## src/hdl/xeu_pkg.sv

```systemverilog
// Package for the XML entity decoder: character codes, sizes, the
// controller/datapath command and status types and the UTF-8 encoder helpers.
// No dependencies.
`default_nettype none

package xeu_pkg;

  localparam int ENTITY_MAX  = 16;
  localparam int LEN_W       = $clog2(ENTITY_MAX + 1);
  localparam int IDX_W       = $clog2(ENTITY_MAX);
  localparam int NUM_LEN_MAX = 8;
  localparam int CODE_W      = 24;

  localparam logic [CODE_W-1:0] CODE_MAX = 24'h10FFFF;

  localparam logic [7:0] CH_AMP  = 8'h26;
  localparam logic [7:0] CH_SEMI = 8'h3B;
  localparam logic [7:0] CH_APOS = 8'h27;
  localparam logic [7:0] CH_QUOT = 8'h22;
  localparam logic [7:0] CH_LT   = 8'h3C;
  localparam logic [7:0] CH_GT   = 8'h3E;
  localparam logic [7:0] CH_HASH = 8'h23;

  typedef enum logic [2:0] {
    STEP_NONE,
    STEP_ONE,
    STEP_ERR,
    STEP_AMPSEMI,
    STEP_UTF,
    STEP_FLUSH
  } step_e;

  typedef enum logic [2:0] {
    ST_IDLE,
    ST_SEMI,
    ST_UTF,
    ST_FL_RD,
    ST_FL_OUT
  } ctrl_state_e;

  typedef struct packed {
    logic accept;
    logic emit_semi;
    logic emit_utf;
    logic rd;
    logic emit_rd;
  } ctrl_cmd_t;

  typedef struct packed {
    logic  out_free;
    step_e step;
    logic  utf_last;
    logic  fl_last;
  } dp_sts_t;

  function automatic logic [2:0] utf_n(input logic [CODE_W-1:0] v);
    logic [2:0] n;
    if (v >= 24'h10000) begin
      n = 3'd4;
    end else if (v >= 24'h800) begin
      n = 3'd3;
    end else if (v >= 24'h80) begin
      n = 3'd2;
    end else begin
      n = 3'd1;
    end
    return n;
  endfunction

  function automatic logic [7:0] utf_byte(input logic [CODE_W-1:0] v, input logic [1:0] k);
    logic [2:0] n;
    logic [1:0] r;
    logic [7:0] b;
    n = utf_n(v);
    r = 2'(n - 3'd1 - {1'b0, k});
    if (k == 2'd0) begin
      unique case (n)
        3'd4:    b = 8'hF0 + {5'b0, v[20:18]};
        3'd3:    b = 8'hE0 + {4'b0, v[15:12]};
        3'd2:    b = 8'hC0 + {3'b0, v[10:6]};
        default: b = {1'b0, v[6:0]};
      endcase
    end else begin
      unique case (r)
        2'd0:    b = 8'h80 | {2'b0, v[5:0]};
        2'd1:    b = 8'h80 | {2'b0, v[11:6]};
        default: b = 8'h80 | {2'b0, v[17:12]};
      endcase
    end
    return b;
  endfunction

endpackage

`default_nettype wire

```

## src/hdl/xeu_if.sv

```systemverilog
// Stream interfaces of the XML entity decoder: input text beats and decoded
// output beats, each with valid/ready. No dependencies.
`default_nettype none

interface xeu_in_if;
  logic       valid;
  logic       ready;
  logic [7:0] text_byte;
  logic       pass_raw;
  logic       last_byte;

  modport source (output valid, output text_byte, output pass_raw, output last_byte,
                  input ready);
  modport sink (input valid, input text_byte, input pass_raw, input last_byte,
                output ready);
endinterface

interface xeu_out_if;
  logic       valid;
  logic       ready;
  logic [7:0] out_byte;
  logic       bad_entity;
  logic       end_of_string;

  modport source (output valid, output out_byte, output bad_entity, output end_of_string,
                  input ready);
  modport sink (input valid, input out_byte, input bad_entity, input end_of_string,
                output ready);
endinterface

`default_nettype wire

```

## src/hdl/xeu_dp.sv

```systemverilog
// Datapath of the XML entity decoder: entity state, name buffer memory,
// numeric reference accumulator and output register. Depends on xeu_pkg.
`default_nettype none

module xeu_dp import xeu_pkg::*; (
  input  wire logic       clk_i,
  input  wire logic       rst_ni,
  input  wire ctrl_cmd_t  cmd_i,
  output dp_sts_t         sts_o,
  input  wire logic [7:0] text_byte_i,
  input  wire logic       pass_raw_i,
  input  wire logic       last_byte_i,
  input  wire logic       out_ready_i,
  output logic            out_valid_o,
  output logic [7:0]      out_byte_o,
  output logic            bad_entity_o,
  output logic            end_of_string_o
);

  logic              in_entity_q, in_entity_d;
  logic [LEN_W-1:0]  len_q, len_d;
  logic [CODE_W-1:0] code_q, code_d;
  logic              digits_ok_q, digits_ok_d;
  logic              dropping_q, dropping_d;
  logic [7:0]        pfx_q [4];
  logic              last_q;
  logic [LEN_W-1:0]  idx_q, idx_d;
  logic [7:0]        mem [ENTITY_MAX];
  logic [7:0]        rd_q;
  logic              out_valid_q, out_valid_d;
  logic [7:0]        out_byte_q, out_byte_d;
  logic              out_bad_q, out_bad_d;
  logic              out_eos_q, out_eos_d;
  logic              out_load;

  logic        is_semi, is_start, full, store;
  logic        kw_hit, hexm, num_ok;
  logic [7:0]  kw_char, first;
  logic [2:0]  utf_cnt;
  step_e       step;
  logic        trk, trk_hex, is_dec, is_hlo, is_hup, p1_x;
  logic [3:0]  dig;

  assign utf_cnt  = utf_n(code_q);
  assign is_semi  = (text_byte_i == CH_SEMI);
  assign is_start = !pass_raw_i && (text_byte_i == CH_AMP);
  assign full     = (len_q >= LEN_W'(ENTITY_MAX));
  assign p1_x     = (pfx_q[1] == "x") || (pfx_q[1] == "X");
  assign hexm     = (len_q >= LEN_W'(2)) && (pfx_q[0] == CH_HASH) && p1_x;

  always_comb begin
    kw_hit  = 1'b1;
    kw_char = CH_AMP;
    priority if (len_q >= LEN_W'(3) && pfx_q[0] == "a" && pfx_q[1] == "m" &&
                 pfx_q[2] == "p") begin
      kw_char = CH_AMP;
    end else if (len_q >= LEN_W'(4) && pfx_q[0] == "a" && pfx_q[1] == "p" &&
                 pfx_q[2] == "o" && pfx_q[3] == "s") begin
      kw_char = CH_APOS;
    end else if (len_q >= LEN_W'(4) && pfx_q[0] == "q" && pfx_q[1] == "u" &&
                 pfx_q[2] == "o" && pfx_q[3] == "t") begin
      kw_char = CH_QUOT;
    end else if (len_q >= LEN_W'(2) && pfx_q[0] == "l" && pfx_q[1] == "t") begin
      kw_char = CH_LT;
    end else if (len_q >= LEN_W'(2) && pfx_q[0] == "g" && pfx_q[1] == "t") begin
      kw_char = CH_GT;
    end else begin
      kw_hit = 1'b0;
    end
  end

  assign num_ok = (pfx_q[0] == CH_HASH) && (len_q <= LEN_W'(NUM_LEN_MAX)) &&
                  (len_q >= (hexm ? LEN_W'(3) : LEN_W'(2))) && digits_ok_q &&
                  (code_q != '0) && (code_q <= CODE_MAX);

  // classify the incoming beat
  always_comb begin
    step  = STEP_NONE;
    first = text_byte_i;
    priority if (dropping_q) begin
      step = last_byte_i ? STEP_ERR : STEP_NONE;
    end else if (!in_entity_q) begin
      step = (is_start && !last_byte_i) ? STEP_NONE : STEP_ONE;
    end else if (is_semi) begin
      priority if (len_q == '0) begin
        step  = STEP_AMPSEMI;
        first = CH_AMP;
      end else if (kw_hit) begin
        step  = STEP_ONE;
        first = kw_char;
      end else if (num_ok) begin
        step  = (utf_cnt == 3'd1) ? STEP_ONE : STEP_UTF;
        first = utf_byte(code_q, 2'd0);
      end else begin
        step = STEP_ERR;
      end
    end else if (full) begin
      step = STEP_ERR;
    end else begin
      step  = last_byte_i ? STEP_FLUSH : STEP_NONE;
      first = CH_AMP;
    end
  end

  assign store = cmd_i.accept && !dropping_q && in_entity_q && !is_semi && !full;

  // digit tracking at position len_q
  assign is_dec  = (text_byte_i >= "0") && (text_byte_i <= "9");
  assign is_hlo  = (text_byte_i >= "a") && (text_byte_i <= "f");
  assign is_hup  = (text_byte_i >= "A") && (text_byte_i <= "F");
  assign trk_hex = (len_q >= LEN_W'(2)) && p1_x;
  assign trk     = (pfx_q[0] == CH_HASH) && (len_q != '0) &&
                   (len_q < LEN_W'(NUM_LEN_MAX)) &&
                   !((len_q == LEN_W'(1)) &&
                     ((text_byte_i == "x") || (text_byte_i == "X")));

  always_comb begin
    dig = 4'd0;
    priority if (is_dec) begin
      dig = 4'(text_byte_i - "0");
    end else if (is_hlo) begin
      dig = 4'(text_byte_i - "a" + 8'd10);
    end else if (is_hup) begin
      dig = 4'(text_byte_i - "A" + 8'd10);
    end else begin
      dig = 4'd0;
    end
  end

  always_comb begin
    in_entity_d = in_entity_q;
    len_d       = len_q;
    code_d      = code_q;
    digits_ok_d = digits_ok_q;
    dropping_d  = dropping_q;
    idx_d       = idx_q;
    if (cmd_i.accept) begin
      idx_d = (step == STEP_UTF) ? LEN_W'(1) : '0;
      if (step == STEP_ERR) begin
        dropping_d = !last_byte_i;
      end
      if (!dropping_q) begin
        if (!in_entity_q) begin
          if (is_start && !last_byte_i) begin
            in_entity_d = 1'b1;
            len_d       = '0;
            code_d      = '0;
            digits_ok_d = 1'b1;
          end
        end else if (is_semi || full) begin
          in_entity_d = 1'b0;
        end else begin
          len_d = len_q + LEN_W'(1);
          if (last_byte_i) begin
            in_entity_d = 1'b0;
          end
          if (trk) begin
            if (is_dec || (trk_hex && (is_hlo || is_hup))) begin
              code_d = trk_hex ? {code_q[CODE_W-5:0], dig}
                               : (code_q << 3) + (code_q << 1) + {20'b0, dig};
            end else begin
              digits_ok_d = 1'b0;
            end
          end
        end
      end
    end else if (cmd_i.emit_utf || cmd_i.emit_rd) begin
      idx_d = idx_q + LEN_W'(1);
    end
  end

  assign out_load = (cmd_i.accept && (step != STEP_NONE)) || cmd_i.emit_semi ||
                    cmd_i.emit_utf || cmd_i.emit_rd;

  always_comb begin
    out_byte_d = out_byte_q;
    out_bad_d  = out_bad_q;
    out_eos_d  = out_eos_q;
    priority if (cmd_i.accept) begin
      out_byte_d = (step == STEP_ERR) ? 8'd0 : first;
      out_bad_d  = (step == STEP_ERR);
      out_eos_d  = last_byte_i && ((step == STEP_ONE) || (step == STEP_ERR));
    end else if (cmd_i.emit_semi) begin
      out_byte_d = CH_SEMI;
      out_bad_d  = 1'b0;
      out_eos_d  = last_q;
    end else if (cmd_i.emit_utf) begin
      out_byte_d = utf_byte(code_q, idx_q[1:0]);
      out_bad_d  = 1'b0;
      out_eos_d  = last_q && sts_o.utf_last;
    end else if (cmd_i.emit_rd) begin
      out_byte_d = rd_q;
      out_bad_d  = 1'b0;
      out_eos_d  = last_q && sts_o.fl_last;
    end else begin
      out_byte_d = out_byte_q;
    end
  end

  assign out_valid_d = out_load ? 1'b1 : (out_ready_i ? 1'b0 : out_valid_q);

  always_ff @(posedge clk_i or negedge rst_ni) begin
    if (!rst_ni) begin
      in_entity_q <= 1'b0;
      len_q       <= '0;
      code_q      <= '0;
      digits_ok_q <= 1'b1;
      dropping_q  <= 1'b0;
      idx_q       <= '0;
      out_valid_q <= 1'b0;
    end else begin
      in_entity_q <= in_entity_d;
      len_q       <= len_d;
      code_q      <= code_d;
      digits_ok_q <= digits_ok_d;
      dropping_q  <= dropping_d;
      idx_q       <= idx_d;
      out_valid_q <= out_valid_d;
    end
  end

  always_ff @(posedge clk_i) begin
    if (cmd_i.accept) begin
      last_q <= last_byte_i;
    end
    if (store && (len_q < LEN_W'(4))) begin
      pfx_q[len_q[1:0]] <= text_byte_i;
    end
    out_byte_q <= out_byte_d;
    out_bad_q  <= out_bad_d;
    out_eos_q  <= out_eos_d;
  end

  always_ff @(posedge clk_i) begin
    if (store) begin
      mem[len_q[IDX_W-1:0]] <= text_byte_i;
    end
    if (cmd_i.rd) begin
      rd_q <= mem[idx_q[IDX_W-1:0]];
    end
  end

  assign sts_o.out_free = !out_valid_q || out_ready_i;
  assign sts_o.step     = step;
  assign sts_o.utf_last = (idx_q == LEN_W'(utf_cnt - 3'd1));
  assign sts_o.fl_last  = (idx_q == len_q - LEN_W'(1));

  assign out_valid_o     = out_valid_q;
  assign out_byte_o      = out_byte_q;
  assign bad_entity_o    = out_bad_q;
  assign end_of_string_o = out_eos_q;

  a_drop_closed: assert property (@(posedge clk_i) disable iff (!rst_ni)
    dropping_q |-> !in_entity_q)
    else $error("dropping while an entity is open");

  a_utf_range: assert property (@(posedge clk_i) disable iff (!rst_ni)
    cmd_i.emit_utf |-> (idx_q != '0) && (idx_q < LEN_W'(utf_cnt)))
    else $error("UTF-8 byte index out of sequence");

  a_flush_range: assert property (@(posedge clk_i) disable iff (!rst_ni)
    cmd_i.rd |-> (idx_q < len_q))
    else $error("flush read beyond buffered name");

endmodule

`default_nettype wire

```

## src/hdl/xeu_ctrl.sv

```systemverilog
// Controller of the XML entity decoder: sequences input acceptance, the
// trailing UTF-8 bytes, the "&;" pair and the raw flush. Depends on xeu_pkg.
`default_nettype none

module xeu_ctrl import xeu_pkg::*; (
  input  wire logic    clk_i,
  input  wire logic    rst_ni,
  input  wire logic    in_valid_i,
  output logic         in_ready_o,
  input  wire dp_sts_t sts_i,
  output ctrl_cmd_t    cmd_o
);

  ctrl_state_e state_q, state_d;

  always_comb begin
    state_d = state_q;
    unique case (state_q)
      ST_IDLE: begin
        if (in_valid_i && sts_i.out_free) begin
          unique case (sts_i.step)
            STEP_AMPSEMI: state_d = ST_SEMI;
            STEP_UTF:     state_d = ST_UTF;
            STEP_FLUSH:   state_d = ST_FL_RD;
            default:      state_d = ST_IDLE;
          endcase
        end
      end
      ST_SEMI: begin
        if (sts_i.out_free) begin
          state_d = ST_IDLE;
        end
      end
      ST_UTF: begin
        if (sts_i.out_free && sts_i.utf_last) begin
          state_d = ST_IDLE;
        end
      end
      ST_FL_RD: begin
        state_d = ST_FL_OUT;
      end
      ST_FL_OUT: begin
        if (sts_i.out_free) begin
          state_d = sts_i.fl_last ? ST_IDLE : ST_FL_RD;
        end
      end
      default: state_d = ST_IDLE;
    endcase
  end

  always_comb begin
    in_ready_o = 1'b0;
    cmd_o      = '0;
    unique case (state_q)
      ST_IDLE: begin
        in_ready_o   = sts_i.out_free;
        cmd_o.accept = in_valid_i && sts_i.out_free;
      end
      ST_SEMI:   cmd_o.emit_semi = sts_i.out_free;
      ST_UTF:    cmd_o.emit_utf  = sts_i.out_free;
      ST_FL_RD:  cmd_o.rd        = 1'b1;
      ST_FL_OUT: cmd_o.emit_rd   = sts_i.out_free;
      default:   cmd_o           = '0;
    endcase
  end

  always_ff @(posedge clk_i or negedge rst_ni) begin
    if (!rst_ni) begin
      state_q <= ST_IDLE;
    end else begin
      state_q <= state_d;
    end
  end

  a_cmd_onehot: assert property (@(posedge clk_i) disable iff (!rst_ni)
    $onehot0({cmd_o.accept, cmd_o.emit_semi, cmd_o.emit_utf, cmd_o.rd, cmd_o.emit_rd}))
    else $error("more than one datapath command");

  a_utf_enter: assert property (@(posedge clk_i) disable iff (!rst_ni)
    (cmd_o.accept && sts_i.step == STEP_UTF) |=> (state_q == ST_UTF))
    else $error("UTF-8 sequence not started");

  a_rd_then_out: assert property (@(posedge clk_i) disable iff (!rst_ni)
    cmd_o.rd |=> (state_q == ST_FL_OUT) && !in_ready_o)
    else $error("flush read not followed by its beat");

endmodule

`default_nettype wire

```

## src/hdl/xml_entity_unescape_utf8.sv

```systemverilog
// Top level of the XML character entity decoder with UTF-8 output.
// Depends on xeu_pkg, xeu_if, xeu_ctrl and xeu_dp.
//
// Decodes element text one byte per beat. A plain byte and a named entity each
// give one output beat, a byte inside an entity none. An output register holds
// each beat, and the next byte enters in the cycle that beat is taken; while a
// beat waits the input is held. A numeric reference that encodes to n UTF-8
// bytes gives n beats and "&;" gives two, the input held until the last is
// sent. An entity left open at the end of a string is flushed raw from the name
// buffer memory, each byte read from the registered memory and then sent as a
// beat. Errors give one beat with bad_entity set; any rest of the string is
// dropped and its last byte gives a second error beat with end_of_string set.
`default_nettype none

module xml_entity_unescape_utf8 import xeu_pkg::*; (
  input  wire logic clk_i,
  input  wire logic rst_ni,
  xeu_in_if.sink    in_i,
  xeu_out_if.source out_o
);

  ctrl_cmd_t cmd;
  dp_sts_t   sts;

  xeu_ctrl u_ctrl (
    .clk_i      (clk_i),
    .rst_ni     (rst_ni),
    .in_valid_i (in_i.valid),
    .in_ready_o (in_i.ready),
    .sts_i      (sts),
    .cmd_o      (cmd)
  );

  xeu_dp u_dp (
    .clk_i           (clk_i),
    .rst_ni          (rst_ni),
    .cmd_i           (cmd),
    .sts_o           (sts),
    .text_byte_i     (in_i.text_byte),
    .pass_raw_i      (in_i.pass_raw),
    .last_byte_i     (in_i.last_byte),
    .out_ready_i     (out_o.ready),
    .out_valid_o     (out_o.valid),
    .out_byte_o      (out_o.out_byte),
    .bad_entity_o    (out_o.bad_entity),
    .end_of_string_o (out_o.end_of_string)
  );

endmodule

`default_nettype wire
```

## src/flat_wrapper.sv

```systemverilog
// flat-port wrapper written by rule: the top's interface ports become plain ports
module xml_entity_unescape_utf8_flat import xeu_pkg::*;
  (clk_i, rst_ni, in_i_valid, in_i_text_byte, in_i_pass_raw, in_i_last_byte, in_i_ready, out_o_valid, out_o_out_byte, out_o_bad_entity, out_o_end_of_string, out_o_ready);
  xeu_in_if in_i_i ();
  xeu_out_if out_o_i ();
  input  wire logic clk_i;
  input  wire logic rst_ni;
  input wire logic [$bits(in_i_i.valid)-1:0] in_i_valid;
  input wire logic [$bits(in_i_i.text_byte)-1:0] in_i_text_byte;
  input wire logic [$bits(in_i_i.pass_raw)-1:0] in_i_pass_raw;
  input wire logic [$bits(in_i_i.last_byte)-1:0] in_i_last_byte;
  output wire logic [$bits(in_i_i.ready)-1:0] in_i_ready;
  output wire logic [$bits(out_o_i.valid)-1:0] out_o_valid;
  output wire logic [$bits(out_o_i.out_byte)-1:0] out_o_out_byte;
  output wire logic [$bits(out_o_i.bad_entity)-1:0] out_o_bad_entity;
  output wire logic [$bits(out_o_i.end_of_string)-1:0] out_o_end_of_string;
  input wire logic [$bits(out_o_i.ready)-1:0] out_o_ready;
  assign in_i_i.valid = in_i_valid;
  assign in_i_i.text_byte = in_i_text_byte;
  assign in_i_i.pass_raw = in_i_pass_raw;
  assign in_i_i.last_byte = in_i_last_byte;
  assign in_i_ready = in_i_i.ready;
  assign out_o_valid = out_o_i.valid;
  assign out_o_out_byte = out_o_i.out_byte;
  assign out_o_bad_entity = out_o_i.bad_entity;
  assign out_o_end_of_string = out_o_i.end_of_string;
  assign out_o_i.ready = out_o_ready;
  xml_entity_unescape_utf8 u_core (.clk_i(clk_i), .rst_ni(rst_ni), .in_i(in_i_i), .out_o(out_o_i));
endmodule
```

## config.mk

```make
export PLATFORM = sky130hd
export DESIGN_NAME = xml_entity_unescape_utf8_flat
export DESIGN_NICKNAME = d
export VERILOG_FILES = /design/src/hdl/xeu_pkg.sv /design/src/hdl/xeu_if.sv /design/src/hdl/xeu_dp.sv /design/src/hdl/xeu_ctrl.sv /design/src/hdl/xml_entity_unescape_utf8.sv /design/src/flat_wrapper.sv
export SDC_FILE = /design/constraint.sdc
export NUM_CORES = 1
export LEC_CHECK = 0
export ABC_AREA = 1
export BUFFER_PORTS_ARGS = -buffer_cell sky130_fd_sc_hd__clkbuf_2
export CAP_MARGIN = 5
export CORE_MARGIN = 2
export CORE_UTILIZATION = 45
export DETAILED_ROUTE_END_ITERATION = 10
export GPL_TIMING_DRIVEN = 0
export PLACE_DENSITY = 0.66
export SETUP_SLACK_MARGIN = 0.5
export SLEW_MARGIN = 20
export SYNTH_ARGS = -nofsm -noshare
export SYNTH_HDL_FRONTEND = slang
export SYNTH_SLANG_ARGS = --single-unit
```

## constraint.sdc

```tcl
create_clock -name clk_i -period 3.2 [get_ports clk_i]
set_input_delay 0 -clock clk_i [delete_from_list [all_inputs] [get_ports clk_i]]
set_output_delay 0 -clock clk_i [all_outputs]
set_load 0.005 [all_outputs]
```

---- Yosys cells after proc, flatten, opt, wreduce, memory -nomap -nowiden ----
Memory sizes are Yosys's and may differ from the RTL's. A register that Yosys moved wholly into a read port is not among the register bits.
Cells that the tools add are included.
word-level totals
  register bits after elaboration ......... 52
  RAM bits ................................ 160
  output and inout bits ................... 12
  word-level logic and storage cells ...... 276
  memories kept ........................... 2
memories
  name               depth  width  rd ports  clocked after memory_dff  wr ports  RTL line      source
  u_core.u_dp.mem    16     8      1         1                         1         xeu_dp.sv:28  logic [7:0] mem [ENTITY_MAX];
  u_core.u_dp.pfx_q  4      8      4         0                         1         xeu_dp.sv:25  logic [7:0] pfx_q [4];
cells by class
  reduce and logical (&&, ||, !) cells .... 79
  equal/unequal tests ..................... 47
  add/sub/neg operators ................... 16
  bitwise operators ....................... 1
  mux-type cells .......................... 101
  order comparisons ....................... 18
operators by type and width
  kind                                                                                    number
  24-bit 2-to-1 mux                                                                       6
  8-bit by 7-bit equality test with 1-bit output (second input constant)                  16
  8-bit 2-to-1 mux                                                                        14
  3-bit 2-to-1 mux                                                                        24
  8-bit case mux with 3 select lines                                                      2
  5-bit 2-to-1 mux                                                                        9
  1-bit logical AND                                                                       44
  1-bit 2-to-1 mux                                                                        37
  24-bit adder                                                                            1
  24-bit by 4-bit adder with 24-bit output                                                1
  3-bit by 2-bit equality test with 1-bit output (second input constant)                  8
  8-bit by 6-bit equality test with 1-bit output (second input constant)                  3
  24-bit by 12-bit greater-or-equal comparator with 1-bit output (second input constant)  1
  24-bit by 17-bit greater-or-equal comparator with 1-bit output (second input constant)  1
  24-bit by 8-bit greater-or-equal comparator with 1-bit output (second input constant)   1
  24-bit by 21-bit <= comparator with 1-bit output (second input constant)                1
  24-bit nonzero test                                                                     1
  8-bit by 7-bit greater-or-equal comparator with 1-bit output (second input constant)    2
  8-bit by 7-bit <= comparator with 1-bit output (second input constant)                  2
  3-bit equality test (second input constant)                                             5
  3-bit case mux with 5 select lines                                                      1
  4-bit 2-to-1 mux                                                                        3
  2-bit inequality test (second input constant)                                           6
  6-bit case mux with 2 select lines                                                      1
  39 further kinds                                                                        72

---- Longest topological paths before layout ----
An unclocked memory read counts as a cell.
  word-level depth ........................ 26
  gate-level depth with buffers ........... 22

---- Modules after synthesis ----
A second synthesis with hierarchy kept.
second synthesis, totals
  cells, all modules ...................... 1347
  area, all modules ....................... 12219.2 um^2
modules (own cells, without submodules)
  module    cells an instance  instances  seq. area each (um^2)  area an instance (um^2)
  xeu_dp    1304               1          6327.3                 11962.7
  xeu_ctrl  43                 1          75.1                   256.5

---- Worst setup path before layout ----
Ideal clock, no wire load.
  path type ............................... input -> register
  start point ............................. input port in_i_text_byte[0]
  end point ............................... register u_core.u_dp.code_q[18]
  data required time ...................... 3.069 ns
  path buffers ............................ 0
  setup time .............................. 0.131 ns
  setup slack ............................. 0.282 ns
  arrival ................................. 2.787 ns
  cell stages on the path ................. 20
  cells stage by stage .................... inv_1 ha_1 o21ai_0 a21oi_1 inv_1 nand2_1 and3_1 ha_1 ha_1 fa_1 nand3_1 nand2_1 nand3_1 nand2_1 nand2_1 nand2_1 nand2_1 a21oi_1 nor3b_1 o22ai_2
between the ends
  longest elaborated chain between the ends .. 11
  elaborated cells between the ends (all ways) .. 42
  classes of those cells .................. add/sub (6); order compare (6); eq/ne (7); mux (8); reduce/logical (15)
RTL lines
  what                                                                 RTL line                                     source
  from (decl)                                                          flat_wrapper.sv:9                            input wire logic [$bits(in_i_i.text_byte)-1:0] in_i_text_byte;
  4-bit by 1-bit subtractor with 4-bit output (tied with other cells)  xeu_dp.sv:122, xeu_dp.sv:124
  4-bit adder or 1-bit logical AND (tied branches)                     xeu_dp.sv:122, xeu_dp.sv:124, xeu_dp.sv:110
  4-bit 2-to-1 mux                                                     xeu_dp.sv:123                                end else if (is_hup) begin
  4-bit 2-to-1 mux                                                     xeu_dp.sv:121                                end else if (is_hlo) begin
  4-bit 2-to-1 mux                                                     xeu_dp.sv:119                                priority if (is_dec) begin
  24-bit by 4-bit adder with 24-bit output                             xeu_dp.sv:160                                : (code_q << 3) + (code_q << 1) + {20'b0, dig};
  24-bit 2-to-1 mux                                                    xeu_dp.sv:159                                code_d = trk_hex ? {code_q[CODE_W-5:0], dig}
  24-bit 2-to-1 mux                                                    xeu_dp.sv:158                                if (is_dec || (trk_hex && (is_hlo || is_hup))) begin
  24-bit 2-to-1 mux                                                    xeu_dp.sv:157                                if (trk) begin
  24-bit 2-to-1 mux                                                    xeu_dp.sv:150                                end else if (is_semi || full) begin
  24-bit 2-to-1 mux                                                    xeu_dp.sv:143                                if (!in_entity_q) begin
  to (signal assigned)                                                 xeu_dp.sv:214                                code_q <= code_d;
  to (decl)                                                            xeu_dp.sv:22                                 logic [CODE_W-1:0] code_q, code_d;
Several ways; a longest one is shown, not always the timed one. The select of a mux whose other input is x is not followed.
A chain may end at the register's enable or synchronous reset.

---- Final worst setup path ----
  start point ............................. register u_core.u_dp.len_q[2]
  end point ............................... register u_core.u_dp.out_byte_q[0] (netlist: u_core.u_dp.out_byte_o[0]), data pin
between the ends
  longest elaborated chain between the ends .. 18
  elaborated cells between the ends (all ways) .. 56
  classes of those cells .................. order compare (6); eq/ne (1); mux (26); reduce/logical (23)
RTL lines
  what                                                          RTL line                                  source
  from (decl)                                                   xeu_dp.sv:21                              logic [LEN_W-1:0] len_q, len_d;
  from (signal assigned)                                        xeu_dp.sv:213                             len_q <= len_d;
  5-bit by 2-bit greater-or-equal comparator with 1-bit output  xeu_dp.sv:49, xeu_dp.sv:63, xeu_dp.sv:65
  1-bit logical AND (2 in series)                               xeu_dp.sv:49                              assign hexm = (len_q >= LEN_W'(2)) && (pfx_q[0] == CH_HASH) && p1_x;
  1-bit 2-to-1 mux                                              xeu_dp.sv:73                              (len_q >= (hexm ? LEN_W'(3) : LEN_W'(2))) && digits_ok_q &&
  5-bit by 2-bit greater-or-equal comparator with 1-bit output  xeu_dp.sv:73
  1-bit logical AND                                             xeu_dp.sv:72                              assign num_ok = (pfx_q[0] == CH_HASH) && (len_q <= LEN_W'(NUM_LEN_MAX)) &&
  1-bit logical AND (2 in series)                               xeu_dp.sv:73
  1-bit logical AND                                             xeu_dp.sv:74                              (code_q != '0) && (code_q <= CODE_MAX);
  3-bit 2-to-1 mux                                              xeu_dp.sv:91                              end else if (num_ok) begin
  3-bit 2-to-1 mux                                              xeu_dp.sv:88                              end else if (kw_hit) begin
  3-bit 2-to-1 mux                                              xeu_dp.sv:85                              priority if (len_q == '0) begin
  3-bit 2-to-1 mux                                              xeu_dp.sv:84                              end else if (is_semi) begin
  3-bit 2-to-1 mux                                              xeu_dp.sv:82                              end else if (!in_entity_q) begin
  3-bit 2-to-1 mux                                              xeu_dp.sv:80                              priority if (dropping_q) begin
  3-bit by 2-bit equality test with 1-bit output                xeu_dp.sv:180                             out_byte_d = (step == STEP_ERR) ? 8'd0 : first;
  8-bit 2-to-1 mux *                                            xeu_dp.sv:180
  8-bit 2-to-1 mux *                                            xeu_dp.sv:179                             priority if (cmd_i.accept) begin
  net u_core.u_dp.out_byte_d[0]                                 xeu_dp.sv:31                              logic [7:0] out_byte_q, out_byte_d;
  to (signal assigned)                                          xeu_dp.sv:229                             out_byte_q <= out_byte_d;
  to (decl)                                                     xeu_dp.sv:31
The timed path passes the listed nets; every way through them passes the cells marked *.

==> flow_metrics.py <==
metrics = {
    "sta": {
        "drv_slew": 0,
        "fin_crit_sh": 0.8712,
        "hold_ws_ns": 0.02345,
        "finalHoldViolCount": 0,
        "rsz0062_at_grt": "true",
        "setup_viol": 0,
        "worst_pin_slew_ns": 1.028,
        "skew_ns": 0.01083,
        "slew-limit-headroom": 0.3121,
        "fin_crit_ns": 2.788,
        "fmax_mhz": 358.7,
    },
    "worst_setup_path": {
        "crit_type": "register to register",
        "ff2ff_setup_slack_ns": 0.41,
        "crit_start": "u_core.u_dp.len_q[2]$_DFFE_PN0P_",
        "r2r_cells": 19,
        "cp.arrival_ns": 3.05,
        "crit_path_end_kind": "register",
        "path_max_fanout": 7,
        "r2r_end": "u_core.u_dp.out_byte_o[0]$_DFFE_PP_",
        "r2r-start": "u_core.u_dp.len_q[2]$_DFFE_PN0P_",
        "start_kind": "register",
        "worstPathRequired_ns": 3.46,
    },
    "power_and_ir_drop": {
        "power_leakage_nw": 5.805,
        "powerDensity_nw_per_um2": 587.8,
        "peakVddDrop_v": 0.0003654,
    },
    "clock_tree": {
        "cts_buffer_depth": 3,
        "clkTransAtPathRegs_ns": 0.06,
        "root_buffer": "clkbuf_16",
        "tritoncts": "built",
        "cts_num_sinks": 220,
        "clk_latency_ns": 0.52,
        "h-tree-depth": 1,
        "cts_buffers": 23,
    },
    "grt": {
        "grt_max_degree": 42,
        "gr-total-overflow": 0,
        "track_usage": 0.2401,
        "antenna_found_initial": 0,
        "grt_pass1_vias": 9658,
        "grt_pass1_wl_um": 52600,
    },
    "placed_design": {
        "post-dp-hpwl_um": 22920,
        "port_buffers": 25,
        "gp_congestion": 0.9043,
        "dpl_cell_area_um2": 12650,
    },
    "drt": {
        "wl_um": 34980,
        "first_iter_violations": 994,
        "drc_errors": 0,
        "final_antenna_net_count": 0,
        "drt-wirelength-per-cell_um": 19.63,
        "dr_wl_met3_um": 3025,
        "vias": 10290,
        "met2WireLength_um": 15680,
        "wl_met1_um": 15450,
        "first_pass_iters": 5,
        "highest_layer": "met4",
        "via_per_inst": 5.773,
    },
    "die": {
        "rows": 59,
        "initial_utilization": 0.4602,
        "io_pins": 26,
        "die_height_um": 167.7,
        "fp.dieW_um": 167.7,
        "core_um2": 26210,
        "die_area_um2": 28120,
    },
    "synth": {
        "syn_area_um2": 12060,
        "synth_nets": 1382,
        "synthArstFlopShare": 0.1864,
        "ys_top_cells_by_area": "edfxtp_1 (45%), dfrtp_1 (8.3%), nand2_1 (7.6%)",
        "ys.flop_type": "edfxtp_1",
        "synth_top_area_share": 0.4457,
        "synth.distinct_cells": 52,
        "ys_seq_area_frac": 0.5309,
        "synth_edf_count": 179,
        "ys_warn_count": 0,
        "synth-seq-cells": 220,
        "synth_top_area_cell": "edfxtp_1",
        "avgSynthCellArea_um2": 9.205,
        "syn_inst": 1310,
    },
    "hold_path": {
        "worstHoldPathCells": 3,
        "hp-class": "input pin to register",
        "min_from": "in_i_text_byte[6]",
        "whs_endpoint": "u_core.u_dp.out_byte_o[6]$_DFFE_PP_",
    },
    "final_layout": {
        "diodes": 0,
        "regArea_um2": 6419,
        "fill_cells": 2256,
        "final_nets": 1502,
        "multi_input_area_um2": 5737,
        "final_layout_size_suffix_gt1_frac": 0.2260,
        "area_growth_pct": 23.22,
        "stdcell_area_um2": 14860,
    },
    "run": {
        "drv_cap": 0,
    },
    "status": {
        "status": "complete, no violations",
    },
}
metrics by stage:
| step | std cells | utilization | setup TNS (ns) | power [mW] | setup WS [ns] |
|---|---|---|---|---|---|
| global route | 1782 | 0.5670 | 0 | 9.087 | 0.1890 |
| CTS | 1756 | 0.5375 | 0 | 8.545 | 0.3075 |
| floorplan | 1310 | - | 0 | 4.762 | 0.5031 |
| finish | 1782 | 0.5670 | 0 | 8.735 | 0.4120 |
| global placement | 1670 | 0.4828 | -10.70 | 5.525 | -0.8035 |
| detailed placement | 1670 | 0.4829 | -12.75 | 5.560 | -0.8769 |
cells in the mapped netlist (all sizes together) (21+ instances only):
library cell	instances
dfrtp	40
nor2	182
nand2	246
o22ai	45
nand3	60
nand4	29
nor3	21
a21oi	65
ha	56
edfxtp	179
clkbuf	28
o21ai	152
inv	126
final cells by class:
cell class	count	share of cell area
repair buffers	95	0.05280
multi-input cells	926	0.3861
plain buffers	36	0.01288
clock buffers	28	0.04000
flip-flops and latches	220	0.4320
well taps	335	0.02821
clock inverters	14	0.01465
inverters	128	0.03343
flip-flops by register name, summed over array words and instances, names as in the netlist, 3 cells and up:
signal	count
u_core.u_ctrl.state_q	3
u_core.u_dp.code_q	24
u_core.u_dp.idx_q	5
u_core.u_dp.len_q	5
u_core.u_dp.mem	128
u_core.u_dp.out_byte_o	8
u_core.u_dp.pfx_q	32
u_core.u_dp.rd_q	8
routing by layer:
layer | global-route usage | up-vias
li1 | - | 4816
met1 | 0.3463 | 4958
met2 | 0.3650 | 453
met3 | 0.05483 | 60
met4 | 0.06730 | 0
met5 | 0 | -
worst max-delay path by stage:
stage | cells past startpoint | end
finish | 19 | u_core.u_dp.out_byte_o[0]$_DFFE_PP_
global route | 19 | u_core.u_dp.out_byte_o[0]$_DFFE_PP_
CTS | 11 | u_core.u_dp.mem[4][7]$_DFFE_PP_
detailed placement | 19 | u_core.u_dp.code_q[17]$_DFFE_PN0P_
global placement | 19 | u_core.u_dp.code_q[17]$_DFFE_PN0P_
floorplan | 20 | u_core.u_dp.code_q[18]$_DFFE_PN0P_
critical path, stage by stage (launching register included):
cell	delay [ns]
dfrtp_1	0.36
clkbuf_4	0.18
nor2_4	0.15
nand2_4	0.10
nor2_4	0.11
nor3_2	0.06
ha_1	0.28
o21ai_1	0.08
nand2_1	0.13
nand2_4	0.07
nor2_4	0.15
nand3_4	0.16
inv_4	0.13
nand2_1	0.08
nand2_1	0.08
nand2_1	0.05
nand2_1	0.06
nand2_1	0.07
a21oi_2	0.19
nor2_2	0.06
timing repair:
item | CTS | global route
hold buffers | 13 | 2
buffers inserted | 31 | 24
gates resized for setup | 83 | 156
gates cloned | 0 | 0
endpoints found under the setup margin | 172 | 188
pin swaps | 16 | 48
endpoints found under the hold margin | 171 | 21
cell families after synthesis:
| family | synth area share |
|---|---|
| AND/OR/NAND/NOR | 0.2004 |
| AO/OA/AOI/OAI | 0.1388 |
| flip-flops | 0.5309 |
| buffers and inverters | 0.05312 |
| adder cells (fa/ha/maj) | 0.06142 |
| XOR/XNOR | 0.01453 |
| multiplexers | 0.0008301 |
cell usage in the layout (no fill, tap or decap), drive strengths merged, types with 3 or more instances in the layout:
master       netlist  layout
dfrtp             40      40
edfxtp           179     179
o211ai            11      11
nand4             29      29
xnor2              4       4
ha                56      56
nor3              21      21
bufinv             0       5
clkbuf            28      80
dlygate4sd3        0      15
nand2            246     246
o22ai             45      45
nor4               3       3
o21bai             6       6
o21ai            152     152
nor3b              3       3
clkinv             2       6
buf                8      64
inv              126     127
xor2              16      16
a21o               5       5
or2                6       6
nand3             60      60
clkinvlp           0       4
a21oi             65      65
nor2             182     182
where the power goes:
group	total, mW	switching (mW)	internal (mW)
combinational	2.50	1.72	0.779
sequential	3.33	0.0729	3.25
clock	2.91	1.16	1.75
Note: power is estimated with default switching activity, not from simulation.
